**src/ffba_pkg.sv**
```systemverilog
`default_nettype none

package ffba_pkg;

    // Built depth of the cell map and width of a block id
    localparam int MEM_CELLS = 128;
    localparam int ID_BITS   = 8;

    // Widths of the fixed port fields
    localparam int FIELD_W = 8;
    localparam int CODE_W  = 2;

    // Cell address, and a count that can hold the depth itself
    localparam int ADDR_W = (MEM_CELLS > 1) ? $clog2(MEM_CELLS) : 1;
    localparam int CNT_W  = $clog2(MEM_CELLS + 1);

    // Common widths for comparing ids and sizes against port fields
    localparam int CMP_W = (ID_BITS > FIELD_W) ? ID_BITS : FIELD_W;
    localparam int SZ_W  = (CNT_W > FIELD_W) ? CNT_W : FIELD_W;

    localparam logic [ID_BITS-1:0] ID_MAX    = {ID_BITS{1'b1}};
    localparam logic [FIELD_W-1:0] CFG_RESET = 8'd128;

    // Command codes
    localparam logic [CODE_W-1:0] OP_ALLOC  = 2'd0;
    localparam logic [CODE_W-1:0] OP_ERASE  = 2'd1;
    localparam logic [CODE_W-1:0] OP_DEFRAG = 2'd2;

    // Result status codes
    localparam logic [CODE_W-1:0] ST_GRANT   = 2'd0;
    localparam logic [CODE_W-1:0] ST_NULL    = 2'd1;
    localparam logic [CODE_W-1:0] ST_ILLEGAL = 2'd2;

    // Sequencer states
    typedef enum logic [5:0] {
        S_IDLE = 6'b000001,
        S_RD   = 6'b000010,
        S_EV   = 6'b000100,
        S_FILL = 6'b001000,
        S_CLR  = 6'b010000,
        S_DONE = 6'b100000
    } state_t;

endpackage

`default_nettype wire

```
**src/ffba_ram.sv**
```systemverilog
`default_nettype none

module ffba_ram #(
    parameter int WIDTH = 8,
    parameter int DEPTH = 128
) (
    input  wire logic                                   clk,
    input  wire logic                                   we,
    input  wire logic [((DEPTH > 1) ? $clog2(DEPTH) : 1)-1:0] waddr,
    input  wire logic [WIDTH-1:0]                       wdata,
    input  wire logic [((DEPTH > 1) ? $clog2(DEPTH) : 1)-1:0] raddr,
    output logic      [WIDTH-1:0]                       rdata
);

    logic [WIDTH-1:0] mem [DEPTH];

    // One write port, one registered read port
    always_ff @(posedge clk)
    begin
        if (we)
        begin
            mem[waddr] <= wdata;
        end
        rdata <= mem[raddr];
    end

endmodule

`default_nettype wire

```
**src/first_fit_block_allocator.sv**
```systemverilog
`default_nettype none

// First-fit block allocator. Keeps an owner id for each of up to MEM_CELLS
// cells (cells_in_use of them are managed) and runs one command at a time:
// allocate claims the lowest run of block_size free cells under the next id,
// erase frees every cell of an id, defragment packs owned cells to the bottom.
// Every command walks the cell map through one RAM with one write port and a
// registered read port, reading each cell and then checking or writing it;
// allocate then fills the run it found, defragment clears the free cells
// above the packed ones, and a result is handed over from the done state.
// Rejected commands (zero or oversized size, ids used up, erase of id zero or
// with no managed cells) skip the walk. in_stall is high for the whole command.
// Allocate always returns one beat, erase returns a beat only when it is
// illegal, defragment and opcode 3 return none. The output register lets a new
// command start while the last beat waits on out_stall.

module first_fit_block_allocator
    import ffba_pkg::*;
(
    input  wire logic               clk,
    input  wire logic               rst_n,
    // configuration
    input  wire logic               cfg_wr_en,
    input  wire logic [FIELD_W-1:0] cfg_wr_data,
    // command channel
    input  wire logic               in_valid,
    output logic                    in_stall,
    input  wire logic [CODE_W-1:0]  opcode,
    input  wire logic [FIELD_W-1:0] block_size,
    input  wire logic [FIELD_W-1:0] block_id,
    // result channel
    output logic                    out_valid,
    input  wire logic               out_stall,
    output logic      [CODE_W-1:0]  status,
    output logic      [FIELD_W-1:0] assigned_id
);

    // Control state
    state_t              state_reg, state_next;
    logic [FIELD_W-1:0]  cells_in_use_reg;
    logic [ID_BITS-1:0]  next_id_reg, next_id_next;
    logic                hit_reg, hit_next;
    logic                out_valid_reg, out_valid_next;
    logic [MEM_CELLS-1:0] vld_reg;
    logic                vld_q_reg;

    // Command payload and working registers
    logic [CODE_W-1:0]   op_reg, op_next;
    logic [CNT_W-1:0]    size_reg, size_next;
    logic [CMP_W-1:0]    id_reg, id_next;
    logic [CNT_W-1:0]    m_reg, m_next;
    logic [CNT_W-1:0]    idx_reg, idx_next;
    logic [CNT_W-1:0]    run_reg, run_next;
    logic [CNT_W-1:0]    ptr_reg, ptr_next;
    logic [CODE_W-1:0]   res_status_reg, res_status_next;
    logic [FIELD_W-1:0]  res_id_reg, res_id_next;
    logic [CODE_W-1:0]   status_reg, status_next;
    logic [FIELD_W-1:0]  assigned_id_reg, assigned_id_next;

    // RAM port signals
    logic                ram_we;
    logic [ADDR_W-1:0]   ram_waddr;
    logic [ID_BITS-1:0]  ram_wdata;
    logic [ADDR_W-1:0]   ram_raddr;
    logic [ID_BITS-1:0]  ram_rdata;

    // Datapath helpers
    logic [SZ_W-1:0]     cfg_ext;
    logic [CNT_W-1:0]    m_now;
    logic [SZ_W-1:0]     size_ext;
    logic [ID_BITS-1:0]  owner;
    logic [CNT_W-1:0]    idx_inc;
    logic [CNT_W-1:0]    run_inc;
    logic [CNT_W-1:0]    ptr_inc;
    logic                is_last;
    logic                id_match;
    logic [ID_BITS-1:0]  new_id;
    logic [CMP_W-1:0]    new_id_ext;
    logic                out_free;

    ffba_ram #(
        .WIDTH (ID_BITS),
        .DEPTH (MEM_CELLS)
    ) u_map (
        .clk   (clk),
        .we    (ram_we),
        .waddr (ram_waddr),
        .wdata (ram_wdata),
        .raddr (ram_raddr),
        .rdata (ram_rdata)
    );

    // Managed cell count, saturated at the built depth
    assign cfg_ext  = SZ_W'(cells_in_use_reg);
    assign m_now    = (cfg_ext > SZ_W'(MEM_CELLS)) ? CNT_W'(MEM_CELLS) : cfg_ext[CNT_W-1:0];
    assign size_ext = SZ_W'(block_size);

    // Owner of the cell just read; a never-written cell is free
    assign owner      = vld_q_reg ? ram_rdata : '0;
    assign idx_inc    = idx_reg + CNT_W'(1);
    assign run_inc    = run_reg + CNT_W'(1);
    assign ptr_inc    = ptr_reg + CNT_W'(1);
    assign is_last    = (idx_inc == m_reg);
    assign id_match   = (CMP_W'(owner) == id_reg);
    assign new_id     = next_id_reg + ID_BITS'(1);
    assign new_id_ext = CMP_W'(new_id);
    assign out_free   = !out_valid_reg || !out_stall;

    assign ram_raddr = idx_reg[ADDR_W-1:0];

    // Sequencer
    always_comb
    begin
        state_next      = state_reg;
        next_id_next    = next_id_reg;
        hit_next        = hit_reg;
        op_next         = op_reg;
        size_next       = size_reg;
        id_next         = id_reg;
        m_next          = m_reg;
        idx_next        = idx_reg;
        run_next        = run_reg;
        ptr_next        = ptr_reg;
        res_status_next = res_status_reg;
        res_id_next     = res_id_reg;
        ram_we          = 1'b0;
        ram_waddr       = ptr_reg[ADDR_W-1:0];
        ram_wdata       = '0;

        unique case (state_reg)
            S_IDLE:
            begin
                if (in_valid)
                begin
                    op_next     = opcode;
                    size_next   = size_ext[CNT_W-1:0];
                    id_next     = CMP_W'(block_id);
                    m_next      = m_now;
                    idx_next    = '0;
                    run_next    = '0;
                    ptr_next    = '0;
                    hit_next    = 1'b0;
                    res_id_next = '0;
                    unique case (opcode)
                        OP_ALLOC:
                        begin
                            if (block_size == '0 || size_ext > SZ_W'(m_now)
                                || next_id_reg == ID_MAX)
                            begin
                                res_status_next = ST_NULL;
                                state_next      = S_DONE;
                            end
                            else
                            begin
                                state_next = S_RD;
                            end
                        end
                        OP_ERASE:
                        begin
                            if (block_id == '0 || m_now == '0)
                            begin
                                res_status_next = ST_ILLEGAL;
                                state_next      = S_DONE;
                            end
                            else
                            begin
                                state_next = S_RD;
                            end
                        end
                        OP_DEFRAG:
                        begin
                            if (m_now != '0)
                            begin
                                state_next = S_RD;
                            end
                        end
                        default:
                        begin
                            state_next = S_IDLE;
                        end
                    endcase
                end
            end

            S_RD:
            begin
                state_next = S_EV;
            end

            S_EV:
            begin
                state_next = S_RD;
                idx_next   = idx_inc;
                unique case (op_reg)
                    OP_ALLOC:
                    begin
                        if (owner == '0)
                        begin
                            run_next = run_inc;
                        end
                        else
                        begin
                            run_next = '0;
                        end
                        if (owner == '0 && run_inc == size_reg)
                        begin
                            // run found: fill from its first cell up to this one
                            ptr_next   = idx_inc - size_reg;
                            idx_next   = idx_reg;
                            state_next = S_FILL;
                        end
                        else if (is_last)
                        begin
                            res_status_next = ST_NULL;
                            state_next      = S_DONE;
                        end
                    end
                    OP_ERASE:
                    begin
                        if (id_match)
                        begin
                            ram_we    = 1'b1;
                            ram_waddr = idx_reg[ADDR_W-1:0];
                            hit_next  = 1'b1;
                        end
                        if (is_last)
                        begin
                            if (hit_reg || id_match)
                            begin
                                state_next = S_IDLE;
                            end
                            else
                            begin
                                res_status_next = ST_ILLEGAL;
                                state_next      = S_DONE;
                            end
                        end
                    end
                    default:
                    begin
                        // compaction: copy owned cell down to the write pointer
                        if (owner != '0)
                        begin
                            ram_we    = 1'b1;
                            ram_wdata = owner;
                            ptr_next  = ptr_inc;
                        end
                        if (is_last)
                        begin
                            if (((owner != '0) ? ptr_inc : ptr_reg) != m_reg)
                            begin
                                state_next = S_CLR;
                            end
                            else
                            begin
                                state_next = S_IDLE;
                            end
                        end
                    end
                endcase
            end

            S_FILL:
            begin
                ram_we    = 1'b1;
                ram_wdata = new_id;
                ptr_next  = ptr_inc;
                if (ptr_reg == idx_reg)
                begin
                    next_id_next    = new_id;
                    res_status_next = ST_GRANT;
                    res_id_next     = new_id_ext[FIELD_W-1:0];
                    state_next      = S_DONE;
                end
            end

            S_CLR:
            begin
                // free the cells above the packed ones
                ram_we   = 1'b1;
                ptr_next = ptr_inc;
                if (ptr_inc == m_reg)
                begin
                    state_next = S_IDLE;
                end
            end

            S_DONE:
            begin
                if (out_free)
                begin
                    state_next = S_IDLE;
                end
            end

            default:
            begin
                state_next = S_IDLE;
            end
        endcase
    end

    // Output register
    always_comb
    begin
        out_valid_next   = out_valid_reg && out_stall;
        status_next      = status_reg;
        assigned_id_next = assigned_id_reg;
        if (state_reg == S_DONE && out_free)
        begin
            out_valid_next   = 1'b1;
            status_next      = res_status_reg;
            assigned_id_next = res_id_reg;
        end
    end

    // Control registers
    always_ff @(posedge clk or negedge rst_n)
    begin
        if (!rst_n)
        begin
            state_reg        <= S_IDLE;
            cells_in_use_reg <= CFG_RESET;
            next_id_reg      <= '0;
            hit_reg          <= 1'b0;
            out_valid_reg    <= 1'b0;
            vld_reg          <= '0;
            vld_q_reg        <= 1'b0;
        end
        else
        begin
            state_reg     <= state_next;
            next_id_reg   <= next_id_next;
            hit_reg       <= hit_next;
            out_valid_reg <= out_valid_next;
            vld_q_reg     <= vld_reg[ram_raddr];
            if (cfg_wr_en)
            begin
                cells_in_use_reg <= cfg_wr_data;
            end
            if (ram_we)
            begin
                vld_reg[ram_waddr] <= 1'b1;
            end
        end
    end

    // Payload registers
    always_ff @(posedge clk)
    begin
        op_reg          <= op_next;
        size_reg        <= size_next;
        id_reg          <= id_next;
        m_reg           <= m_next;
        idx_reg         <= idx_next;
        run_reg         <= run_next;
        ptr_reg         <= ptr_next;
        res_status_reg  <= res_status_next;
        res_id_reg      <= res_id_next;
        status_reg      <= status_next;
        assigned_id_reg <= assigned_id_next;
    end

    assign in_stall    = (state_reg != S_IDLE);
    assign out_valid   = out_valid_reg;
    assign status      = status_reg;
    assign assigned_id = assigned_id_reg;

endmodule

`default_nettype wire

```
**config.mk**
```make
export PLATFORM = sky130hd
export DESIGN_NAME = first_fit_block_allocator
export DESIGN_NICKNAME = d
export VERILOG_FILES = /design/src/ffba_pkg.sv /design/src/ffba_ram.sv /design/src/first_fit_block_allocator.sv
export SDC_FILE = /design/constraint.sdc
export NUM_CORES = 1
export LEC_CHECK = 0
export ABC_AREA = 1
export BUFFER_PORTS_ARGS = -buffer_cell sky130_fd_sc_hd__buf_4
export CAP_MARGIN = 20
export CORE_ASPECT_RATIO = 0.9
export CORE_MARGIN = 8
export CORE_UTILIZATION = 45
export CTS_CLUSTER_DIAMETER = 80
export DETAILED_ROUTE_END_ITERATION = 8
export HOLD_SLACK_MARGIN = 0.12
export PLACE_DENSITY = 0.62
export SLEW_MARGIN = 20
export SYNTH_ARGS = -nofsm -noshare
export SYNTH_HDL_FRONTEND = slang
export SYNTH_HIERARCHICAL = 1
export SYNTH_SLANG_ARGS = --single-unit
```
**constraint.sdc**
```tcl
create_clock -name clk -period 12.9 [get_ports clk]
set_input_delay 1.935 -clock clk [delete_from_list [all_inputs] [get_ports clk]]
set_output_delay 1.935 -clock clk [all_outputs]
set_load 0.01 [all_outputs]
```
==> metrics <==
status finished, final reports clean; Crit. Startpoint idx_reg[0]; max reg flops just over 1000; leading area contributor after synthesis edfxtp_1; DRT Wirelength approximately 140 mm; Mapped Nets 5089; DRC viols 0; Leak between 20 and 25 nW; register area share after synthesis 68.1%; worst setup path end u_map/rdata[1]; Seq pwr share between 30 and 40%; Cell Area, Synth 54100 sq um; Main synth FF type edfxtp_1; dpl ws a little over 8 ns; largest net degree at the start of global routing between 200 and 250; Core Util, Final about half; Hold Worst Slack between 0.4 and 0.5 ns; CTS tree built; slowest stage delay, CP around 0.94 ns; Routed Antenna Nets 0; Synth top area share approximately three fifths; min Tclk post-route roughly 4.8 ns; post-synthesis cell type count 47; R2R Setup Slk approximately 8 ns; Worst slew margin 10.7%; setup TNS 0 ns; FILL cells about 10000; Hold Fails Final Rpt 0; drt initial violations around 4300; Setup CP Type flop to flop; f_max approximately 0.21 GHz; Die Y roughly 340 um; Ys Warns 6; Final nets 5033; top post-synthesis cells by area edfxtp_1, nand2_1, nand3_1, dfrtp_1, nor2_1; CTS max path bufs 3; Least-Margin Pin Slew between 1 and 1.5 ns; max-slew violation count 0; gr usage total between 20% and 30%; area post-placement 55400 sq um; Power Dens Cells 218 nW/um^2; element type at the critical path start flop; Max VDD drop between 0.0003 and 0.0004 V; Sink Count between 1000 and 1500; layout cell share with drive strength beyond 1 around 6.6%; final instance area slightly below 60000 sq um; total CTS buffers between 100 and 150; Mapped Cells between 5000 and 6000; First-pass DRT Iterations 6; ANT cells 0; max cap viols 0; setup ws final 8.14 ns; Sw Share between 30 and 40%; vias in the first global route around 35000; area grow syn2layout 10.0%; area occupied by multi-input gates ~15000 sq um; Crit Reg-Reg Startpoint idx_reg[0]; HP Class flop to flop; synthesized flop and latch total between 1000 and 1500; Die W ~380 um; ys async rst share between 10% and 20%; clock power share 27.9%; worst path required time 13.57 ns; critical path fanouts, max 206; via/cell ratio approximately 5.5; vias 36971; Wirelength per Cell 21.3 um; initial antenna violation count 3; number of synthesized flops with an enable pin approximately 1100; GPL Wtd Cong around 0.87; Most Frequent Cell on Critical Path nand2_1; grt ovf 0; top-count cell post-synth nand2_1; critical-path cell list buf_12 > buf_4 > buf_4 > nand2_1 > nand3_1 > nand3_1 > nand3_1 > nand2_1 > nand2_1 > nand3_1 > nand2_1 > nand2_1 > nand2_1; htree depth 4; Worst Path Arrival 5.42 ns; first-pass GRT wire length about 220 mm; post-cts sizing count 0; Initial Utilization 45.4%; mean post-synth cell area between 10 and 15 sq um; combinational share of power about 36%; CP endpoint kind flop; internal power between 0.007 and 0.008 W; row cnt between 100 and 150; cts hold-fix bufs 0; Final period util 36.9%; Sequential Area roughly 37000 sq um; slowest CP cell buf_4; NetSw ~0.0051 W; Post-synth top cells nand2_1, edfxtp_1, nand3_1; Clk Latency, worst-skew pair between 0.7 and 0.8 ns; r2r endpoint u_map/rdata[1]; final worst clock skew between 0.03 and 0.04 ns; area of the die around 130000 sq um; RSZ-0062 raised after global routing no; IO Count 43; Clock Pin Slew Worst Setup and Hold Paths roughly 0.060 ns; clock root cell clkbuf_16; core area between 100000 and 150000 sq um; post-CTS setup buffers 0; final setup fails 0; reg2reg path depth 13; Port Buffers 42; dpl hpwl 80.8 mm
[cell usage in the layout, fill, tap and decap left out, types with 5 or more instances in the layout]
cell	n
clkinv_1	25
inv_2	11
clkbuf_16	135
inv_1	201
clkinv_2	21
nand2_1	1606
nand4_1	13
o21ai_1	5
clkinvlp_4	6
o211ai_1	21
clkbuf_1	33
buf_4	83
clkinv_8	6
clkbuf_8	5
nor4_1	5
nor2_4	6
a21oi_1	84
o21ai_0	80
xor2_1	28
nor2_1	263
nand3_1	1033
nor3_1	11
nand2_2	5
xnor2_1	12
o22ai_4	8
dfrtp_1	151
o21bai_1	47
ha_1	19
edfxtp_1	1094
dfxtp_1	8
[critical path: cells and delay by family (launching register included)]
family,cells,cell delay (ns)
buffers and inverters,3,2.37
AND/OR/NAND/NOR,10,1.28
flip-flops,1,0.66
[metrics by stage]
| step | total power [W] | std cells |
|---|---|---|
| floorplan | 0.00801 | 5038 |
| global route | 0.0137 | 6673 |
| CTS | 0.0130 | 6672 |
| detailed placement | 0.00935 | 6434 |
| finish | 0.0130 | 6673 |
| global placement | 0.00930 | 6434 |
[layout make-up]
cell class / count / share of cell area, %
sequential: 1255 / 61.9
multi-input combinational: 3286 / 25.2
clock buffer: 173 / 6.00
tap: 1586 / 3.34
inverter: 218 / 1.42
timing repair buffer: 90 / 1.27
clock inverter: 65 / 0.869
[power groups by stage]
stage	combinational (W)	clock, W	sequential (W)
floorplan	0.00334	0	0.00467
global placement	0.00459	0	0.00471
detailed placement	0.00463	0	0.00471
CTS	0.00465	0.00368	0.00463
global route	0.00520	0.00383	0.00464
finish	0.00473	0.00362	0.00463
[kinds of logic (layout without fill, tap and decap cells)]
family / after synthesis / after routing / share of synthesized area (%)
AOI/OAI and AO/OA: 262 / 262 / 2.90
buffers and inverters: 497 / 546 / 4.42
xor gates and xnor gates: 40 / 40 / 0.648
adders and majority gates: 20 / 20 / 0.477
and+or+nand+nor: 2964 / 2964 / 23.4
DFF: 1255 / 1255 / 68.1
[layer usage]
metal | wire length [um] | track usage (%) | up-vias
met5 | 0 | 0 | -
met4 | 3810 | 6.61 | 0
met3 | 11600 | 3.71 | 244
met2 | 64000 | 32.1 | 1483
met1 | 62500 | 30.9 | 18001
li1 | - | - | 17243
[worst min-delay path by stage]
stage                     slack, ns             end  cells after the start     startpoint
after CTS                      0.42  assigned_id[1]                      0  res_id_reg[1]
after global placement         0.41  assigned_id[1]                      0  res_id_reg[1]
final                          0.42  assigned_id[1]                      0  res_id_reg[1]
after global routing           0.43  assigned_id[7]                      0  res_id_reg[7]
after floorplan                0.40  assigned_id[0]                      0  res_id_reg[0]
after detailed placement       0.41  assigned_id[1]                      0  res_id_reg[1]
No activity file was read; power rests on OpenSTA's default activity.
